<file path="config.mk">
export PLATFORM = sky130hd
export DESIGN_NAME = cone_pair_steering_estimator_flat
export DESIGN_NICKNAME = d
export VERILOG_FILES = /design/src/design/cpse_pkg.sv /design/src/design/cpse_if.sv /design/src/design/cpse_cordic.sv /design/src/design/cone_pair_steering_estimator.sv /design/src/flat_wrapper.sv
export SDC_FILE = /design/constraint.sdc
export NUM_CORES = 2
export LEC_CHECK = 0
export BUFFER_PORTS_ARGS = -buffer_cell sky130_fd_sc_hd__buf_2
export CAP_MARGIN = 5
export CORE_AREA = 2 2 316 318
export CTS_CLUSTER_DIAMETER = 50
export DETAILED_ROUTE_END_ITERATION = 7
export DIE_AREA = 0 0 318 320
export PLACE_DENSITY = 0.83
export SYNTH_ARGS = -nofsm -noshare
export SYNTH_HDL_FRONTEND = slang
export SYNTH_HIERARCHICAL = 1
export SYNTH_SLANG_ARGS = --single-unit
</file>
<file path="constraint.sdc">
create_clock -name clock -period 8.8 [get_ports clock]
set_clock_uncertainty 0.2 [all_clocks]
set_input_delay 1.32 -clock clock [delete_from_list [all_inputs] [get_ports clock]]
set_output_delay 1.32 -clock clock [all_outputs]
set_load 0.005 [all_outputs]
</file>
<file path="src/design/cpse_pkg.sv">
// Package for the cone pair steering estimator: fixed-point widths, register
// and case codes, the transaction payload types and the arctangent step table.
// Depends on nothing; every other design file uses it.
`default_nettype none
package cpse_pkg;

   localparam int COORD_FRAC_BITS = 4;
   localparam int ANGLE_FRAC_BITS = 16;
   localparam int GAIN_FRAC_BITS  = 24;
   localparam int ATAN_FRAC_BITS  = 16;
   localparam int CORDIC_STEPS    = 16;
   localparam int CORDIC_PRESCALE = 20;
   localparam int ATAN_DIVISOR    = 100;
   localparam int COORD_W         = 16;
   localparam int GAIN_W          = 24;
   localparam int DIM_W           = 12;
   localparam int ANGLE_W         = 17;
   localparam int CASE_W          = 3;
   localparam int ATAN_W          = 20;
   localparam int CORDIC_W        = 48;
   localparam int ADDR_W          = 5;

   typedef enum logic [2:0] {
      REG_GAIN_PAIR_CENTRE    = 3'd0,
      REG_GAIN_SAME_COLOUR    = 3'd1,
      REG_GAIN_ARCTANGENT     = 3'd2,
      REG_GAIN_SINGLE_KNOWN   = 3'd3,
      REG_GAIN_SINGLE_UNKNOWN = 3'd4,
      REG_FRAME_WIDTH         = 3'd5,
      REG_FLIP_HEIGHT         = 3'd6,
      REG_NEAR_LIMIT          = 3'd7
   } reg_index_type;

   typedef enum logic [CASE_W-1:0] {
      CASE_BOTH        = 3'd0,
      CASE_TWO_BLUE    = 3'd1,
      CASE_TWO_YELLOW  = 3'd2,
      CASE_BLUE_ONLY   = 3'd3,
      CASE_YELLOW_ONLY = 3'd4,
      CASE_NONE        = 3'd5
   } case_code_type;

   typedef struct packed {
      logic [COORD_W-1:0] blue_first_x;
      logic [COORD_W-1:0] blue_first_y;
      logic [COORD_W-1:0] blue_second_x;
      logic [COORD_W-1:0] blue_second_y;
      logic [COORD_W-1:0] yellow_first_x;
      logic [COORD_W-1:0] yellow_first_y;
      logic [COORD_W-1:0] yellow_second_x;
      logic [COORD_W-1:0] yellow_second_y;
   } frame_type;

   typedef struct packed {
      logic signed [ANGLE_W-1:0] steer_angle;
      logic [CASE_W-1:0]         case_taken;
   } result_type;

   // atan(2^-i) in radians with 16 fraction bits.
   function automatic logic [16:0] atan_step(input logic [3:0] idx);
      logic [16:0] v;
      case (idx)
         4'd0:    v = 17'd51472;
         4'd1:    v = 17'd30386;
         4'd2:    v = 17'd16055;
         4'd3:    v = 17'd8150;
         4'd4:    v = 17'd4091;
         4'd5:    v = 17'd2047;
         4'd6:    v = 17'd1024;
         4'd7:    v = 17'd512;
         4'd8:    v = 17'd256;
         4'd9:    v = 17'd128;
         4'd10:   v = 17'd64;
         4'd11:   v = 17'd32;
         4'd12:   v = 17'd16;
         4'd13:   v = 17'd8;
         4'd14:   v = 17'd4;
         default: v = 17'd2;
      endcase
      return v;
   endfunction

endpackage
`default_nettype wire

</file>
<file path="src/design/cpse_if.sv">
// Valid/ready channel interfaces for the frame and result transactions.
// Depends on cpse_pkg for the payload types.
`default_nettype none
interface cpse_req_if;
   logic                       valid;
   logic                       ready;
   logic [cpse_pkg::COORD_W-1:0] blue_first_x;
   logic [cpse_pkg::COORD_W-1:0] blue_first_y;
   logic [cpse_pkg::COORD_W-1:0] blue_second_x;
   logic [cpse_pkg::COORD_W-1:0] blue_second_y;
   logic [cpse_pkg::COORD_W-1:0] yellow_first_x;
   logic [cpse_pkg::COORD_W-1:0] yellow_first_y;
   logic [cpse_pkg::COORD_W-1:0] yellow_second_x;
   logic [cpse_pkg::COORD_W-1:0] yellow_second_y;
   modport source (output valid, blue_first_x, blue_first_y, blue_second_x, blue_second_y,
                   yellow_first_x, yellow_first_y, yellow_second_x, yellow_second_y,
                   input ready);
   modport sink (input valid, blue_first_x, blue_first_y, blue_second_x, blue_second_y,
                 yellow_first_x, yellow_first_y, yellow_second_x, yellow_second_y,
                 output ready);
endinterface

interface cpse_rsp_if;
   logic                                valid;
   logic                                ready;
   logic signed [cpse_pkg::ANGLE_W-1:0] steer_angle;
   logic [cpse_pkg::CASE_W-1:0]         case_taken;
   modport source (output valid, steer_angle, case_taken, input ready);
   modport sink (input valid, steer_angle, case_taken, output ready);
endinterface
`default_nettype wire

</file>
<file path="src/design/cpse_cordic.sv">
// Iterative vectoring CORDIC: one shift/add/subtract step per cycle, 16 steps.
// Depends on cpse_pkg for widths and the arctangent step table.
`default_nettype none
module cpse_cordic (
   input  wire logic                                 clock,
   input  wire logic                                 reset,
   input  wire logic                                 start,
   input  wire logic signed [cpse_pkg::COORD_W:0]    num,
   input  wire logic signed [cpse_pkg::GAIN_W-1:0]   den,
   output logic                                      done,
   output logic signed [cpse_pkg::ATAN_W-1:0]        angle
);
   import cpse_pkg::*;

   logic signed [CORDIC_W-1:0] x_ff, x_in, y_ff, y_in;
   logic signed [ATAN_W-1:0]   z_ff, z_in;
   logic [3:0]                 step_ff, step_in;
   logic                       busy_ff, busy_in;
   logic                       done_ff, done_in;
   logic signed [CORDIC_W-1:0] xs, ys, num_ext, den_ext;
   logic signed [ATAN_W-1:0]   step_angle;

   always_comb begin
      num_ext    = CORDIC_W'(num) <<< CORDIC_PRESCALE;
      den_ext    = CORDIC_W'(den) <<< CORDIC_PRESCALE;
      xs         = x_ff >>> step_ff;
      ys         = y_ff >>> step_ff;
      step_angle = ATAN_W'($signed({1'b0, atan_step(step_ff)}));
      x_in       = x_ff;
      y_in       = y_ff;
      z_in       = z_ff;
      step_in    = step_ff;
      busy_in    = busy_ff;
      done_in    = 1'b0;
      if (start) begin
         // Turn the vector so that its x part is positive.
         if (den < 0) begin
            x_in = -den_ext;
            y_in = -num_ext;
         end else begin
            x_in = den_ext;
            y_in = num_ext;
         end
         z_in    = '0;
         step_in = '0;
         busy_in = 1'b1;
      end else if (busy_ff) begin
         if (y_ff > 0) begin
            x_in = x_ff + ys;
            y_in = y_ff - xs;
            z_in = z_ff + step_angle;
         end else begin
            x_in = x_ff - ys;
            y_in = y_ff + xs;
            z_in = z_ff - step_angle;
         end
         step_in = step_ff + 4'd1;
         if (step_ff == 4'(CORDIC_STEPS - 1)) begin
            busy_in = 1'b0;
            done_in = 1'b1;
         end
      end
   end

   always_ff @(posedge clock) begin
      if (reset) begin
         busy_ff <= 1'b0;
         done_ff <= 1'b0;
         step_ff <= '0;
      end else begin
         busy_ff <= busy_in;
         done_ff <= done_in;
         step_ff <= step_in;
      end
      x_ff <= x_in;
      y_ff <= y_in;
      z_ff <= z_in;
   end

   assign done  = done_ff;
   assign angle = z_ff;

   a_start_idle: assert property (@(posedge clock) disable iff (reset)
      start |-> !busy_ff) else $error("CORDIC restarted while busy");
   a_done_after_last: assert property (@(posedge clock) disable iff (reset)
      done_ff |-> !busy_ff && step_ff == '0) else $error("CORDIC done with steps left");
   a_busy_counts: assert property (@(posedge clock) disable iff (reset)
      busy_ff && !start |=> busy_ff || done_ff) else $error("CORDIC stopped early");
endmodule
`default_nettype wire

</file>
<file path="src/design/cone_pair_steering_estimator.sv">
// Top level of the cone pair steering estimator: APB-style register file,
// frame capture, case selection, shared multiplier, rounding and saturation.
// Depends on cpse_pkg, cpse_if and cpse_cordic.
//
// Use: a frame of up to two blue and two yellow cone centroids arrives as one
// transaction on req_ch; exactly one result transaction (steering angle and
// case number) leaves on rsp_ch for every frame. The block handles one frame
// at a time: req_ch.ready is high only while the block is idle, so a new
// frame is taken once the previous result has been collected.
// A frame passes through the setup, multiply, round and done states; in the
// two yellow cone case, when the pair differs in both x and y, the 16 step
// CORDIC runs in its iterative unit between setup and multiply. A frame
// occupies the block until the receiver has taken its result.
// When the receiver holds rsp_ch.ready low the result stays registered and
// stable, and no further frame is accepted until it has been taken.
// The user writes registers over the csr_ port (byte address 4*index) only
// while the block is idle; the block does not enforce it. Reads give the
// stored values. Synchronous reset restores defaults, forgets the learnt side.
`default_nettype none
module cone_pair_steering_estimator (
   input  wire logic                           clock,
   input  wire logic                           reset,
   cpse_req_if.sink                            req_ch,
   cpse_rsp_if.source                          rsp_ch,
   input  wire logic                           csr_psel,
   input  wire logic                           csr_penable,
   input  wire logic                           csr_pwrite,
   input  wire logic [cpse_pkg::ADDR_W-1:0]    csr_paddr,
   input  wire logic [31:0]                    csr_pwdata,
   output logic [31:0]                         csr_prdata,
   output logic                                csr_pready
);
   import cpse_pkg::*;

   typedef enum logic [2:0] {
      S_IDLE, S_SETUP, S_CORDIC, S_MUL, S_ROUND, S_DONE
   } state_type;

   localparam int PROD_W = 46;

   // Register file.
   logic [GAIN_W-1:0] gain_ff [5];
   logic [DIM_W-1:0]  frame_width_ff, flip_height_ff, near_limit_ff;
   reg_index_type     csr_index;
   logic              csr_write;

   assign csr_index  = reg_index_type'(csr_paddr[4:2]);
   assign csr_write  = csr_psel && csr_penable && csr_pwrite;
   assign csr_pready = 1'b1;

   always_comb begin
      unique case (csr_index)
         REG_GAIN_PAIR_CENTRE,
         REG_GAIN_SAME_COLOUR,
         REG_GAIN_ARCTANGENT,
         REG_GAIN_SINGLE_KNOWN,
         REG_GAIN_SINGLE_UNKNOWN: csr_prdata = {8'd0, gain_ff[csr_index]};
         REG_FRAME_WIDTH:         csr_prdata = {20'd0, frame_width_ff};
         REG_FLIP_HEIGHT:         csr_prdata = {20'd0, flip_height_ff};
         default:                 csr_prdata = {20'd0, near_limit_ff};
      endcase
   end

   always_ff @(posedge clock) begin
      if (reset) begin
         gain_ff[0]     <= 24'd5872;
         gain_ff[1]     <= 24'd8389;
         gain_ff[2]     <= 24'd3019899;
         gain_ff[3]     <= 24'd168;
         gain_ff[4]     <= 24'd168;
         frame_width_ff <= 12'd640;
         flip_height_ff <= 12'd480;
         near_limit_ff  <= 12'd70;
      end else if (csr_write) begin
         unique case (csr_index)
            REG_GAIN_PAIR_CENTRE,
            REG_GAIN_SAME_COLOUR,
            REG_GAIN_ARCTANGENT,
            REG_GAIN_SINGLE_KNOWN,
            REG_GAIN_SINGLE_UNKNOWN: gain_ff[csr_index] <= csr_pwdata[GAIN_W-1:0];
            REG_FRAME_WIDTH:         frame_width_ff <= csr_pwdata[DIM_W-1:0];
            REG_FLIP_HEIGHT:         flip_height_ff <= csr_pwdata[DIM_W-1:0];
            default:                 near_limit_ff  <= csr_pwdata[DIM_W-1:0];
         endcase
      end
   end

   // Sequencer state and datapath registers.
   state_type                 state_ff, state_in;
   frame_type                 frame_ff, frame_in;
   logic                      known_ff, known_in, left_ff, left_in;
   logic [CASE_W-1:0]         case_ff, case_in;
   logic signed [ATAN_W-1:0]  opnd_ff, opnd_in;
   logic [GAIN_W-1:0]         gain_sel_ff, gain_sel_in;
   logic [4:0]                shift_ff, shift_in;
   logic signed [PROD_W-1:0]  prod_ff, prod_in;
   result_type                result_ff, result_in;

   logic req_fire, rsp_fire, cordic_start, cordic_done;
   logic signed [ATAN_W-1:0] cordic_angle;

   // Frame decode, all from the captured frame.
   logic b0, b1, y0, y1;
   logic signed [ATAN_W-1:0] w_s, pair_d, blue_d, flip_d, near_s;
   logic signed [ATAN_W-1:0] single_x, single_d;
   logic signed [COORD_W:0]  yellow_dx, yellow_dy;
   logic signed [GAIN_W-1:0] atan_den;
   logic                     toward_edge, single_blue;

   assign req_fire = req_ch.valid && req_ch.ready;
   assign rsp_fire = rsp_ch.valid && rsp_ch.ready;

   always_comb begin
      b0 = |{frame_ff.blue_first_x, frame_ff.blue_first_y};
      b1 = |{frame_ff.blue_second_x, frame_ff.blue_second_y};
      y0 = |{frame_ff.yellow_first_x, frame_ff.yellow_first_y};
      y1 = |{frame_ff.yellow_second_x, frame_ff.yellow_second_y};
      w_s    = ATAN_W'({frame_width_ff, 4'd0});
      pair_d = w_s - ATAN_W'(frame_ff.blue_first_x) - ATAN_W'(frame_ff.yellow_first_x);
      blue_d = ATAN_W'(frame_ff.blue_first_x) - ATAN_W'(frame_ff.blue_second_x);
      flip_d = ATAN_W'({flip_height_ff, 4'd0}) - ATAN_W'(frame_ff.blue_first_y);
      near_s = ATAN_W'({near_limit_ff, 4'd0});
      yellow_dx = (COORD_W+1)'(frame_ff.yellow_first_x)
                - (COORD_W+1)'(frame_ff.yellow_second_x);
      yellow_dy = (COORD_W+1)'(frame_ff.yellow_first_y)
                - (COORD_W+1)'(frame_ff.yellow_second_y);
      // Times one hundred as (64 + 32 + 4) times dy.
      atan_den  = (GAIN_W'(yellow_dy) <<< 6) + (GAIN_W'(yellow_dy) <<< 5)
                + (GAIN_W'(yellow_dy) <<< 2);
      single_blue = b0;
      single_x = single_blue ? ATAN_W'(frame_ff.blue_first_x)
                             : ATAN_W'(frame_ff.yellow_first_x);
      // With the side known, a blue cone steers toward the edge when yellow
      // is on the left, a yellow cone when it is not.
      if (known_ff) begin
         toward_edge = single_blue ? left_ff : !left_ff;
      end else begin
         toward_edge = (single_x <<< 1) > w_s;
      end
      single_d = toward_edge ? (w_s - single_x) : -single_x;
   end

   // A second blue cone without a first one does not keep the frame out of
   // the two yellow cone case.
   assign cordic_start = (state_ff == S_SETUP) && !b0 && y0 && y1
                         && yellow_dy != '0 && yellow_dx != '0;

   cpse_cordic u_cordic (
      .clock (clock),
      .reset (reset),
      .start (cordic_start),
      .num   (yellow_dx),
      .den   (atan_den),
      .done  (cordic_done),
      .angle (cordic_angle)
   );

   // Rounding to nearest with ties away from zero, then saturation.
   logic [PROD_W-1:0] mag, mag_rnd;
   logic [PROD_W-1:0] half;
   logic signed [ANGLE_W-1:0] angle_sat;

   always_comb begin
      mag     = prod_ff < 0 ? PROD_W'(-prod_ff) : PROD_W'(prod_ff);
      half    = PROD_W'(1) << (shift_ff - 5'd1);
      mag_rnd = (mag + half) >> shift_ff;
      if (prod_ff < 0) begin
         angle_sat = (mag_rnd >= PROD_W'(1 << ANGLE_FRAC_BITS))
                   ? ANGLE_W'(-(1 << ANGLE_FRAC_BITS)) : ANGLE_W'(-mag_rnd);
      end else begin
         angle_sat = (mag_rnd >= PROD_W'(1 << ANGLE_FRAC_BITS))
                   ? ANGLE_W'((1 << ANGLE_FRAC_BITS) - 1) : ANGLE_W'(mag_rnd);
      end
   end

   always_comb begin
      state_in    = state_ff;
      frame_in    = frame_ff;
      known_in    = known_ff;
      left_in     = left_ff;
      case_in     = case_ff;
      opnd_in     = opnd_ff;
      gain_sel_in = gain_sel_ff;
      shift_in    = shift_ff;
      prod_in     = prod_ff;
      result_in   = result_ff;
      unique case (state_ff)
         S_IDLE: begin
            if (req_fire) begin
               frame_in = {req_ch.blue_first_x, req_ch.blue_first_y,
                           req_ch.blue_second_x, req_ch.blue_second_y,
                           req_ch.yellow_first_x, req_ch.yellow_first_y,
                           req_ch.yellow_second_x, req_ch.yellow_second_y};
               state_in = S_SETUP;
            end
         end
         S_SETUP: begin
            opnd_in  = '0;
            shift_in = 5'(COORD_FRAC_BITS + GAIN_FRAC_BITS - ANGLE_FRAC_BITS);
            state_in = S_MUL;
            if (b0 && y0) begin
               case_in     = CASE_BOTH;
               known_in    = 1'b1;
               left_in     = frame_ff.yellow_first_x < frame_ff.blue_first_x;
               opnd_in     = pair_d;
               gain_sel_in = gain_ff[REG_GAIN_PAIR_CENTRE];
               shift_in    = 5'(COORD_FRAC_BITS + 1 + GAIN_FRAC_BITS - ANGLE_FRAC_BITS);
            end else if (b0 && b1) begin
               case_in     = CASE_TWO_BLUE;
               gain_sel_in = gain_ff[REG_GAIN_SAME_COLOUR];
               if (frame_ff.blue_first_y != frame_ff.blue_second_y && flip_d >= near_s) begin
                  opnd_in = blue_d;
               end
            end else if (y0 && y1) begin
               case_in     = CASE_TWO_YELLOW;
               gain_sel_in = gain_ff[REG_GAIN_ARCTANGENT];
               shift_in    = 5'(ATAN_FRAC_BITS + GAIN_FRAC_BITS - ANGLE_FRAC_BITS);
               if (cordic_start) begin
                  state_in = S_CORDIC;
               end
            end else if (b0 || y0) begin
               case_in     = b0 ? CASE_BLUE_ONLY : CASE_YELLOW_ONLY;
               gain_sel_in = known_ff ? gain_ff[REG_GAIN_SINGLE_KNOWN]
                                      : gain_ff[REG_GAIN_SINGLE_UNKNOWN];
               opnd_in     = single_d;
            end else begin
               case_in     = CASE_NONE;
            end
         end
         S_CORDIC: begin
            if (cordic_done) begin
               opnd_in  = cordic_angle;
               state_in = S_MUL;
            end
         end
         S_MUL: begin
            prod_in  = PROD_W'(opnd_ff) * PROD_W'($signed({1'b0, gain_sel_ff}));
            state_in = S_ROUND;
         end
         S_ROUND: begin
            result_in.steer_angle = angle_sat;
            result_in.case_taken  = case_ff;
            state_in = S_DONE;
         end
         default: begin
            if (rsp_fire) begin
               state_in = S_IDLE;
            end
         end
      endcase
   end

   always_ff @(posedge clock) begin
      if (reset) begin
         state_ff <= S_IDLE;
         known_ff <= 1'b0;
         left_ff  <= 1'b0;
      end else begin
         state_ff <= state_in;
         known_ff <= known_in;
         left_ff  <= left_in;
      end
      frame_ff    <= frame_in;
      case_ff     <= case_in;
      opnd_ff     <= opnd_in;
      gain_sel_ff <= gain_sel_in;
      shift_ff    <= shift_in;
      prod_ff     <= prod_in;
      result_ff   <= result_in;
   end

   assign req_ch.ready       = (state_ff == S_IDLE);
   assign rsp_ch.valid       = (state_ff == S_DONE);
   assign rsp_ch.steer_angle = result_ff.steer_angle;
   assign rsp_ch.case_taken  = result_ff.case_taken;

   a_busy_after_accept: assert property (@(posedge clock) disable iff (reset)
      req_fire |=> !req_ch.ready) else $error("Frame taken while busy");
   a_case_legal: assert property (@(posedge clock) disable iff (reset)
      rsp_ch.valid |-> rsp_ch.case_taken <= CASE_NONE) else $error("Illegal case code");
   a_none_zero: assert property (@(posedge clock) disable iff (reset)
      rsp_ch.valid && rsp_ch.case_taken == CASE_NONE |-> rsp_ch.steer_angle == '0)
      else $error("No cone but nonzero angle");
   a_cordic_in_state: assert property (@(posedge clock) disable iff (reset)
      cordic_done |-> state_ff == S_CORDIC) else $error("Stray CORDIC completion");
   a_side_learnt: assert property (@(posedge clock) disable iff (reset)
      state_ff == S_SETUP && b0 && y0 |=> known_ff) else $error("Side not learnt");
endmodule
`default_nettype wire

</file>
<file path="src/flat_wrapper.sv">
// flat-port wrapper written by rule: the top's interface ports become plain ports
module cone_pair_steering_estimator_flat import cpse_pkg::*;
  (clock, reset, csr_psel, csr_penable, csr_pwrite, csr_paddr, csr_pwdata, csr_prdata, csr_pready, req_ch_valid, req_ch_blue_first_x, req_ch_blue_first_y, req_ch_blue_second_x, req_ch_blue_second_y, req_ch_yellow_first_x, req_ch_yellow_first_y, req_ch_yellow_second_x, req_ch_yellow_second_y, req_ch_ready, rsp_ch_valid, rsp_ch_steer_angle, rsp_ch_case_taken, rsp_ch_ready);
  cpse_req_if req_ch_i ();
  cpse_rsp_if rsp_ch_i ();
  input  wire logic clock;
  input  wire logic reset;
  input  wire logic csr_psel;
  input  wire logic csr_penable;
  input  wire logic csr_pwrite;
  input  wire logic [cpse_pkg::ADDR_W-1:0] csr_paddr;
  input  wire logic [31:0] csr_pwdata;
  output logic [31:0] csr_prdata;
  output logic csr_pready;
  input wire logic [$bits(req_ch_i.valid)-1:0] req_ch_valid;
  input wire logic [$bits(req_ch_i.blue_first_x)-1:0] req_ch_blue_first_x;
  input wire logic [$bits(req_ch_i.blue_first_y)-1:0] req_ch_blue_first_y;
  input wire logic [$bits(req_ch_i.blue_second_x)-1:0] req_ch_blue_second_x;
  input wire logic [$bits(req_ch_i.blue_second_y)-1:0] req_ch_blue_second_y;
  input wire logic [$bits(req_ch_i.yellow_first_x)-1:0] req_ch_yellow_first_x;
  input wire logic [$bits(req_ch_i.yellow_first_y)-1:0] req_ch_yellow_first_y;
  input wire logic [$bits(req_ch_i.yellow_second_x)-1:0] req_ch_yellow_second_x;
  input wire logic [$bits(req_ch_i.yellow_second_y)-1:0] req_ch_yellow_second_y;
  output wire logic [$bits(req_ch_i.ready)-1:0] req_ch_ready;
  output wire logic [$bits(rsp_ch_i.valid)-1:0] rsp_ch_valid;
  output wire logic [$bits(rsp_ch_i.steer_angle)-1:0] rsp_ch_steer_angle;
  output wire logic [$bits(rsp_ch_i.case_taken)-1:0] rsp_ch_case_taken;
  input wire logic [$bits(rsp_ch_i.ready)-1:0] rsp_ch_ready;
  assign req_ch_i.valid = req_ch_valid;
  assign req_ch_i.blue_first_x = req_ch_blue_first_x;
  assign req_ch_i.blue_first_y = req_ch_blue_first_y;
  assign req_ch_i.blue_second_x = req_ch_blue_second_x;
  assign req_ch_i.blue_second_y = req_ch_blue_second_y;
  assign req_ch_i.yellow_first_x = req_ch_yellow_first_x;
  assign req_ch_i.yellow_first_y = req_ch_yellow_first_y;
  assign req_ch_i.yellow_second_x = req_ch_yellow_second_x;
  assign req_ch_i.yellow_second_y = req_ch_yellow_second_y;
  assign req_ch_ready = req_ch_i.ready;
  assign rsp_ch_valid = rsp_ch_i.valid;
  assign rsp_ch_steer_angle = rsp_ch_i.steer_angle;
  assign rsp_ch_case_taken = rsp_ch_i.case_taken;
  assign rsp_ch_i.ready = rsp_ch_ready;
  cone_pair_steering_estimator u_core (.clock(clock), .reset(reset), .req_ch(req_ch_i), .rsp_ch(rsp_ch_i), .csr_psel(csr_psel), .csr_penable(csr_penable), .csr_pwrite(csr_pwrite), .csr_paddr(csr_paddr), .csr_pwdata(csr_pwdata), .csr_prdata(csr_prdata), .csr_pready(csr_pready));
endmodule
</file>
==> results.ini <==
[run_status]
status=completed

[cts]
clk_latency_ns=0.68
cts_hold_buf=0
clock_path_buffers=3
cts_buffers=77
clockRootBuffer=clkbuf_16
clkTransAtPathRegs_ns=0.06
cts_tree=done
htree_levels=3
tritoncts_num_sinks=542

[setup_path]
startpoint_type=flop
end_kind=flop
worstSetupPathType=flop to flop
cp_common_cell=fa_1
crit_slowest_cell=edfxtp_1
r2r-start=u_core/opnd_ff[8]
cp.required_ns=9.01
r2r_end=u_core/prod_ff[43]
arrival_ns=8.56
reg2reg_depth=29
cpPeakStageDelay_ns=0.69
reg2reg_setup_slack_ns=0.45
crit_fanout=18

[placed_design]
port_buffers=207
placed_area_mm2=0.0659
finalWeightedCongestion=0.982
hpwl_mm=130

[global_routing]
grt_pass1_wl_mm=274
gr-total-overflow=0
grt_max_degree=148
grt_pass1_vias=52600
grt_antenna_before_repair=4
grt_util_all_layers_pct=33.3

[floorplanning]
start_util_pct=64.9
chipWidth_um=318
design.core.area_mm2=0.0980
rows=115
die_h_um=320
ioPinCount=227
die_area_mm2=0.102

[worst_hold_path]
min_to=u_core/rsp_ch.case_taken[1]
hold_path_depth=0
hold_path_class=flop to flop
hp-start=u_core/case_ff[1]

[yosys]
synth_cells=7038
ys.flop_type=edfxtp_1
ys_seq_elements=542
async_flop_share_pct=0
synth_edf_count=459
syn-cell-area_mm2=0.0636
synth_cell_type_count=111
ys_seq_area_share_pct=24.3
ys.warnings.count=6
syn_area_per_cell_um2=9.04

[sta]
holdWs_ns=0.214
period_share_pct=94.9
tightest_slew_ns=1.43
fmax_mhz=120
tns_ns=0
setup_viol=0
finalHoldViolations=0
slew_viol_final=0
slew_headroom_pct=4.06
min_period_ns=8.35

[routing]
dr.pass1.iters=7
drc=0
post_drt_wl_per_cell_um=20.3
wirelength_mm=172
ant_nets=0
vias_per_cell=6.38
num_vias=53900
drt-initial-drc-count=5836

[layout]
design_area_mm2=0.0686
fin_util_pct=70.0
layout-drive-gt1-share_pct=10.2
nets=8194
fill_cells=7229
seqCellArea_mm2=0.0155
syn_to_final_growth_pct=7.79
multiInputGateArea_mm2=0.0440

[run]
maxCapViolCount=0

[worst max-delay path by stage]
| stage | start | endpoint | cells past startpoint | slack (ns) |
|---|---|---|---|---|
| after floorplan | u_core/opnd_ff[7] | u_core/prod_ff[44] | 30 | 0.94 |
| after global placement | u_core/opnd_ff[4] | u_core/prod_ff[44] | 29 | 0.39 |
| after detailed placement | u_core/opnd_ff[4] | u_core/prod_ff[44] | 29 | 0.27 |
| after CTS | u_core/opnd_ff[4] | u_core/prod_ff[44] | 29 | 0.23 |
| after global routing | u_core/opnd_ff[4] | u_core/prod_ff[44] | 30 | -0.03 |
| final | u_core/opnd_ff[8] | u_core/prod_ff[43] | 29 | 0.45 |
[synthesized netlist by cell type (103+ instances only)]
| cell | instances | area share, % |
|---|---|---|
| clkbuf_1 | 256 | 1.5 |
| nor3_1 | 104 | 0.82 |
| xnor2_1 | 291 | 4.0 |
| mux4_2 | 132 | 4.7 |
| edfxtp_1 | 459 | 22 |
| inv_1 | 805 | 4.7 |
| o21ai_0 | 339 | 2.7 |
| mux2i_1 | 160 | 2.5 |
| ha_1 | 498 | 9.8 |
| fa_1 | 416 | 13 |
| a21oi_1 | 417 | 3.3 |
| nor2_1 | 469 | 2.8 |
| a21o_1 | 103 | 1.2 |
| nand2_1 | 669 | 3.9 |
| xor2_1 | 127 | 1.7 |
| and2_1 | 369 | 3.6 |
[layer usage]
layer	vias up	routed length (um)	GRT usage, %
met5	-	22	0
met4	4	7090	13.1
met3	538	16500	6.16
met2	2835	81500	55.4
met1	25900	66700	43.0
li1	24700	-	-
[cells by family (layout without fill, tap and decap cells)]
group | count (synthesis) | after routing | synth area share (%)
AND/OR/NAND/NOR | 2220 | 2220 | 17.5
AO/OA/AOI/OAI | 1449 | 1449 | 14.5
buffers and inverters | 1150 | 1260 | 6.94
adder cells (fa/ha/maj) | 915 | 915 | 22.9
flip-flops | 542 | 542 | 24.3
XOR/XNOR | 419 | 419 | 5.78
multiplexers | 341 | 341 | 8.08
other | 2 | 24 | 0.0118
[layout make-up]
| type | instances | share of cell area, % |
|---|---|---|
| timing repair buffer | 309 | 2.74 |
| clock buffer | 84 | 2.85 |
| clock inverter | 56 | 1.00 |
| tap | 1287 | 2.35 |
| inverter | 811 | 4.44 |
| multi-input combinational | 5367 | 64.1 |
| sequential | 542 | 22.5 |
| antenna | 1 | 0.00365 |
[cell usage in the layout, fill, tap and decap left out, drive strengths merged, types with 36 or more instances in the layout]
master	instances
nand4	56
clkbuf	84
mux2i	160
nand3	89
nor4	82
edfxtp	459
a211oi	59
xnor2	292
or3	63
o21ai	349
mux4	133
fa	416
a21o	103
and3	49
nor3	104
a21boi	37
or2	39
o211ai	39
nand2b	66
dfxtp	83
inv	823
nand2	669
o21bai	36
o31ai	49
o21a	72
ha	498
nor2b	52
a31oi	45
and2	369
a21oi	418
buf	309
nor2	470
xor2	127
mux2	48
[critical path, delay by kind of cell (launching register included)]
kind | cells | cell delay [ns]
AOI/OAI and AO/OA | 10 | 2.10
xor gates and xnor gates | 1 | 0.08
adders and majority gates | 8 | 3.90
buffers and inverters | 5 | 0.36
DFF | 1 | 0.69
and+or+nand+nor | 5 | 0.72
[sequential cells by signal (all words and copies together) (netlist names), 16 cells and up]
signal	count
u_core/prod_ff	45
u_core/opnd_ff	20
u_core/u_cordic/step_angle	16
u_core/u_cordic/x_ff	48
u_core/rsp_ch.steer_angle	17
u_core/u_cordic/angle	20
u_core/frame_ff	128
u_core/u_cordic/y_ff	48
u_core/gain_ff	120
u_core/gain_sel_ff	24
[metrics by stage]
step,setup slack (ns),instances
5_1_grt,-0.0295,8457
3_3_place_gp,0.391,8314
3_5_place_dp,0.274,8314
2_1_floorplan,0.945,7059
6_report,0.450,8457
4_1_cts,0.229,8454
[what timing repair did]
| item | in CTS | in global routing |
|---|---|---|
| buffers inserted | 0 | 2 |
| gates resized for setup | 0 | 2 |
| endpoints found under the setup margin | 0 | 4 |
Power is left out: the tool's default activity adds up to more than one toggle a clock period on the data nets, which glitch-free logic cannot reach.
